File: src/rtl/core/rpa_pkg.sv
package rpa_pkg;

  localparam int unsigned CoordWidth   = 32;
  localparam int unsigned AngleWidth   = 16;
  localparam int unsigned AxisWidth    = 16;
  localparam int unsigned CordicSteps  = 16;
  localparam int unsigned CordicWidth  = 34;
  localparam int unsigned TrigWidth    = 16;
  localparam int unsigned MatWidth     = 25;
  localparam int unsigned MatShift     = 22;
  localparam int unsigned OutShift     = 20;
  localparam logic signed [CordicWidth-1:0] CordicGain = 34'sd163008219;
  localparam logic signed [TrigWidth-1:0]   TrigOne    = 16'sd16384;

  typedef enum logic [1:0] {
    QUAD_0 = 2'd0,
    QUAD_1 = 2'd1,
    QUAD_2 = 2'd2,
    QUAD_3 = 2'd3
  } quad_e;

  typedef struct packed {
    logic signed [CoordWidth-1:0] point_x;
    logic signed [CoordWidth-1:0] point_y;
    logic signed [CoordWidth-1:0] point_z;
    logic signed [CoordWidth-1:0] centre_x;
    logic signed [CoordWidth-1:0] centre_y;
    logic signed [CoordWidth-1:0] centre_z;
    logic signed [AxisWidth-1:0]  axis_x;
    logic signed [AxisWidth-1:0]  axis_y;
    logic signed [AxisWidth-1:0]  axis_z;
    logic [AngleWidth-1:0]        turn_angle;
  } req_t;

  typedef struct packed {
    logic signed [CoordWidth-1:0] rotated_x;
    logic signed [CoordWidth-1:0] rotated_y;
    logic signed [CoordWidth-1:0] rotated_z;
    logic                         saturated;
  } rsp_t;

  function automatic logic signed [CordicWidth-1:0] atan_turn(input int unsigned i);
    logic signed [CordicWidth-1:0] r;
    case (i)
      0:  r = 34'sd536870912;
      1:  r = 34'sd316933406;
      2:  r = 34'sd167458907;
      3:  r = 34'sd85004756;
      4:  r = 34'sd42667331;
      5:  r = 34'sd21354465;
      6:  r = 34'sd10679838;
      7:  r = 34'sd5340245;
      8:  r = 34'sd2670163;
      9:  r = 34'sd1335087;
      10: r = 34'sd667544;
      11: r = 34'sd333772;
      12: r = 34'sd166886;
      13: r = 34'sd83443;
      14: r = 34'sd41722;
      15: r = 34'sd20861;
      default: r = '0;
    endcase
    return r;
  endfunction

endpackage

File: src/rtl/core/rpa_cordic.sv
// pipelined sin/cos: input stage, one cordic step per stage, then quadrant and rounding stage
module rpa_cordic #(
  parameter int unsigned ANGLE_WIDTH = rpa_pkg::AngleWidth
) (
  input  logic                                 clk_i,
  input  logic                                 en_i,
  input  logic [ANGLE_WIDTH-1:0]               angle_i,
  output logic signed [rpa_pkg::TrigWidth-1:0] cos_o,
  output logic signed [rpa_pkg::TrigWidth-1:0] sin_o
);
  import rpa_pkg::*;

  localparam int unsigned N = CordicSteps;

  logic signed [CordicWidth-1:0] x_q [N+1];
  logic signed [CordicWidth-1:0] y_q [N+1];
  logic signed [CordicWidth-1:0] z_q [N+1];
  logic [1:0]                    quad_q [N+1];
  logic [31:0]                   phase;

  assign phase = {angle_i, {(32-ANGLE_WIDTH){1'b0}}};

  always_ff @(posedge clk_i) begin
    if (en_i) begin
      x_q[0]    <= CordicGain;
      y_q[0]    <= '0;
      z_q[0]    <= CordicWidth'({2'b00, phase[29:0]});
      quad_q[0] <= phase[31:30];
    end
  end

  for (genvar i = 0; i < N; i++) begin : g_step
    always_ff @(posedge clk_i) begin
      if (en_i) begin
        quad_q[i+1] <= quad_q[i];
        if (!z_q[i][CordicWidth-1]) begin
          x_q[i+1] <= x_q[i] - (y_q[i] >>> i);
          y_q[i+1] <= y_q[i] + (x_q[i] >>> i);
          z_q[i+1] <= z_q[i] - atan_turn(i);
        end else begin
          x_q[i+1] <= x_q[i] + (y_q[i] >>> i);
          y_q[i+1] <= y_q[i] - (x_q[i] >>> i);
          z_q[i+1] <= z_q[i] + atan_turn(i);
        end
      end
    end
  end

  function automatic logic signed [TrigWidth-1:0] trig_round(
    input logic signed [CordicWidth-1:0] v);
    logic signed [CordicWidth-1:0] r;
    r = (v + CordicWidth'(8192)) >>> 14;
    if (r > CordicWidth'(TrigOne)) r = CordicWidth'(TrigOne);
    if (r < -CordicWidth'(TrigOne)) r = -CordicWidth'(TrigOne);
    return TrigWidth'(r);
  endfunction

  logic signed [CordicWidth-1:0] xc, yc;

  always_comb begin
    case (quad_e'(quad_q[N]))
      QUAD_0:  begin xc = x_q[N];  yc = y_q[N];  end
      QUAD_1:  begin xc = -y_q[N]; yc = x_q[N];  end
      QUAD_2:  begin xc = -x_q[N]; yc = -y_q[N]; end
      default: begin xc = y_q[N];  yc = -x_q[N]; end
    endcase
  end

  always_ff @(posedge clk_i) begin
    if (en_i) begin
      cos_o <= trig_round(xc);
      sin_o <= trig_round(yc);
    end
  end

endmodule

File: config.mk
export PLATFORM = sky130hd
export DESIGN_NAME = rpa_cordic
export DESIGN_NICKNAME = d
export VERILOG_FILES = /design/src/rtl/core/rpa_pkg.sv /design/src/rtl/core/rpa_cordic.sv
export SDC_FILE = /design/constraint.sdc
export NUM_CORES = 2
export LEC_CHECK = 0
export ABC_CLOCK_PERIOD_IN_PS = 5900
export BUFFER_PORTS_ARGS = -buffer_cell sky130_fd_sc_hd__buf_2
export CAP_MARGIN = 40
export CORE_MARGIN = 3
export CORE_UTILIZATION = 34
export DETAILED_ROUTE_END_ITERATION = 10
export HOLD_SLACK_MARGIN = 0.08
export PLACE_DENSITY = 0.49
export SLEW_MARGIN = 5
export SYNTH_ARGS = -nofsm -noshare
export SYNTH_HDL_FRONTEND = slang
export SYNTH_SLANG_ARGS = --single-unit
File: constraint.sdc
create_clock -name clk_i -period 5.9 [get_ports clk_i]
set_input_delay 0.59 -clock clk_i [delete_from_list [all_inputs] [get_ports clk_i]]
set_output_delay 0.59 -clock clk_i [all_outputs]
set_load 0.02 [all_outputs]
==> flow_summary.toml <==
[outcome]
status = "completed"

[critical_path]
slowest_stage = "or4_1"
startpoint_type = "flop"
ff2ff_setup_slack_ps = 360
r2r_cells = 19
crit_chain = "or3_1, or4_1, or3_1, or4_1, o31ai_1, xor2_1, ha_1, a21o_1, a21o_1, a21o_1, a21oi_1, o21ai_0, or3_1, o211ai_1, nand3_1, a41oi_1, o21ai_0, a21oi_1, xnor2_1"
end_kind = "flop"
crit_buf_inv = 0
arrival_ps = 6140
worstReg2RegEnd = "y_q[7][33]$_DFFE_PP_"
crit_type = "flop to flop"
slowest_delay_ps = 520
cp.required_ps = 6500
cp_top_family = "simple AND/OR/NAND/NOR gates"
rr_startpoint = "x_q[6][11]$_DFFE_PP_"
critPathMaxFanout = 6

[global_route]
grt_pass1_vias = 92000
grt_pass1_wl_um = 519000
antenna_found_initial = 2
overflow = 0
grt_max_degree = 130
track_usage_pct = 17.7

[synthesis]
synth_ff_type = "edfxtp_1"
ys_seq_area_share_pct = 36.5
yosysUniqueCellTypes = 108
syn_inst = 12300
synth_edf_count = 1463
synth_compound_area_share_pct = 18.9
synth-seq-cells = 1463
synth.cell_area_um2 = 120000
yosysWarningCount = 0
synthAdderAreaFrac_pct = 14.4
synth_xor_area_share_pct = 13.3
syn_area_per_cell_um2 = 9.77
async_reset_ff_share_pct = 0
synth_top_family_by_area = "compound AO/OA/AOI/OAI gates"
synthMuxAreaShare_pct = 1.19
yosys.area_share.simple_pct = 13.6

[place]
routabilityCongestion = 0.909
portBuffers = 49
placed_area_um2 = 128000
dpl.cell_count = 17100
hpwl_um = 262000

[run]
drv_cap = 0

[floorplanning]
initial_core_util_pct = 34.3
rows = 217
die-area_um2 = 361000
die_w_um = 601
boundaryPins = 50
die_y_um = 601
core-area_um2 = 351000

[final_layout]
multi_input_area_um2 = 73800
fin_cells = 17400
nets = 14000
finish.instance_area_um2 = 134000
drive_gt1_share_pct = 6.10
area_growth_pct = 11.5
fillers = 34600
seq_area_um2 = 43900

[routing]
wl_per_cell_um = 18.8
drt_pass1_iterations = 6
post-route-drc-count = 0
drtAntennaViolNets = 0
vias = 92500
wl_um = 328000
routed_via_density = 5.30
drt_iter0_drc = 5758

[min_path]
hp-class = "input pin to flop"
min_to = "x_q[15][1]$_DFFE_PP_"
hold_start = "en_i"
hold_depth = 2

[sta]
fin_crit_sh_pct = 93.9
fin_crit_ps = 5540
slew_violations = 0
rsz0062_at_grt = "false"
fmax_mhz = 180
setup_violations = 0
max_slew_margin_pct = 36.7
worst_pin_slew_ps = 949
finalClockSkew_ps = 59.8
setup_tns_ps = 0
hold_ws_ps = 332
hold_viol_final = 0

[clocking]
cts_tree = "done"
cts.sinks = 1463
htree_levels = 4
insertion_delay_ps = 880
clockBufferDepth = 4
cts_root_buf = "clkbuf_16"
clk_pin_slew_worst_paths_ps = 60
cts_buffers = 190
cts_setup_buffers = 0
worst register-to-register path, delay by kind of cell (launching register included):
kind	cells	cell delay, ps
flip-flops	1	430
AND/OR/NAND/NOR	6	2380
AO/OA/AOI/OAI	10	1920
XOR/XNOR	2	260
adder cells (fa/ha/maj)	1	310
cell type report:
class / instances / area share (%)
clock inverters: 122 / 0.956
clock buffers: 222 / 3.75
repair buffers: 288 / 1.74
flip-flops and latches: 1463 / 32.8
inverters: 462 / 1.29
well taps: 4708 / 4.40
multi-input cells: 10200 / 55.1
diodes: 1 / 0.00187
metrics by stage:
step / utilization, % / setup slack, ps
global route: 38.2 / 16.9
finish: 38.2 / 358
global placement: 36.3 / 179
detailed placement: 36.4 / 191
floorplan: - / 453
CTS: 38.2 / 262
flip-flops by register name, indices dropped and copies added (netlist names):
register and flops:
x_q 478, y_q 476, z_q 443, quad_q 34, cos_o 16, sin_o 16
per-layer routing:
metal	track usage, %	share of wire [%]
met5	0	0
met4	5.75	3.4
met3	1.59	2.8
met2	31.8	49
met1	22.1	44
timing repair:
action                     in CTS  in global routing
resized for setup               0                  7
hold endpoints to repair       16                  0
setup endpoints to repair       0                  5
hold buffers                   16                  0
synth_stat cells (all sizes together) (23+ instances only):
cell type	n	area, um^2
or2	74	463
and3	129	807
nor2b	152	951
a21o	515	3870
a21oi	1191	5960
o2111ai	30	280
a211oi	111	863
and4	27	236
and2	84	526
a21boi	31	233
nor3	370	1880
edfxtp	1463	43900
a31oi	111	694
o21a	203	1520
nand2	660	2480
o21bai	145	1090
xor2	594	5200
mux2	53	597
fa	39	781
nand2b	175	1090
nor4	99	698
o211ai	70	526
mux2i	83	831
nand3	186	946
nor3b	28	210
clkbuf	168	633
xnor2	1227	10700
o21ai	635	3180
a2111oi	25	219
nor2	1010	3800
o41ai	52	485
inv	454	1700
buf	38	153
a211o	35	307
a41oi	23	201
ha	1322	16500
o31ai	133	1030
or4	57	435
or3	136	861
nand4	68	453
worst max path at each step:
stage / from / to / depth (start not counted) / slack, ps
2_1_floorplan: en_i / x_q[8][33]$_DFFE_PP_ / 19 / 450
3_3_place_gp: en_i / x_q[9][30]$_DFFE_PP_ / 21 / 180
3_5_place_dp: en_i / z_q[14][33]$_DFFE_PP_ / 20 / 190
4_1_cts: x_q[6][11]$_DFFE_PP_ / y_q[7][32]$_DFFE_PP_ / 21 / 260
5_1_grt: x_q[6][9]$_DFFE_PP_ / y_q[7][33]$_DFFE_PP_ / 19 / 20
6_report: x_q[6][11]$_DFFE_PP_ / y_q[7][33]$_DFFE_PP_ / 19 / 360
cell usage in the layout, fill, tap and decap left out, types with 204 or more instances in the layout:
cell	netlist	final
nor3_1	365	365
edfxtp_1	1463	1463
buf_4	1	204
o21ai_0	631	631
inv_1	454	449
xor2_1	594	594
a21o_1	515	515
nor2_1	1007	1004
xnor2_1	1227	1227
ha_1	1322	1322
nand2_1	660	654
a21oi_1	1190	1190
cell families (layout without fill, tap and decap cells):
logic type               count (synthesis)  after routing
AND/OR/NAND/NOR                       3311           3311
buffers and inverters                  668           1094
flip-flops                            1463           1463
multiplexers                           136            136
adder cells (fa/ha/maj)               1361           1361
XOR/XNOR                              1821           1821
AO/OA/AOI/OAI                         3551           3551
other                                    1              3
Power is not shown: default switching activity piles up to over one toggle a cycle in this logic, so the estimate is an artifact.
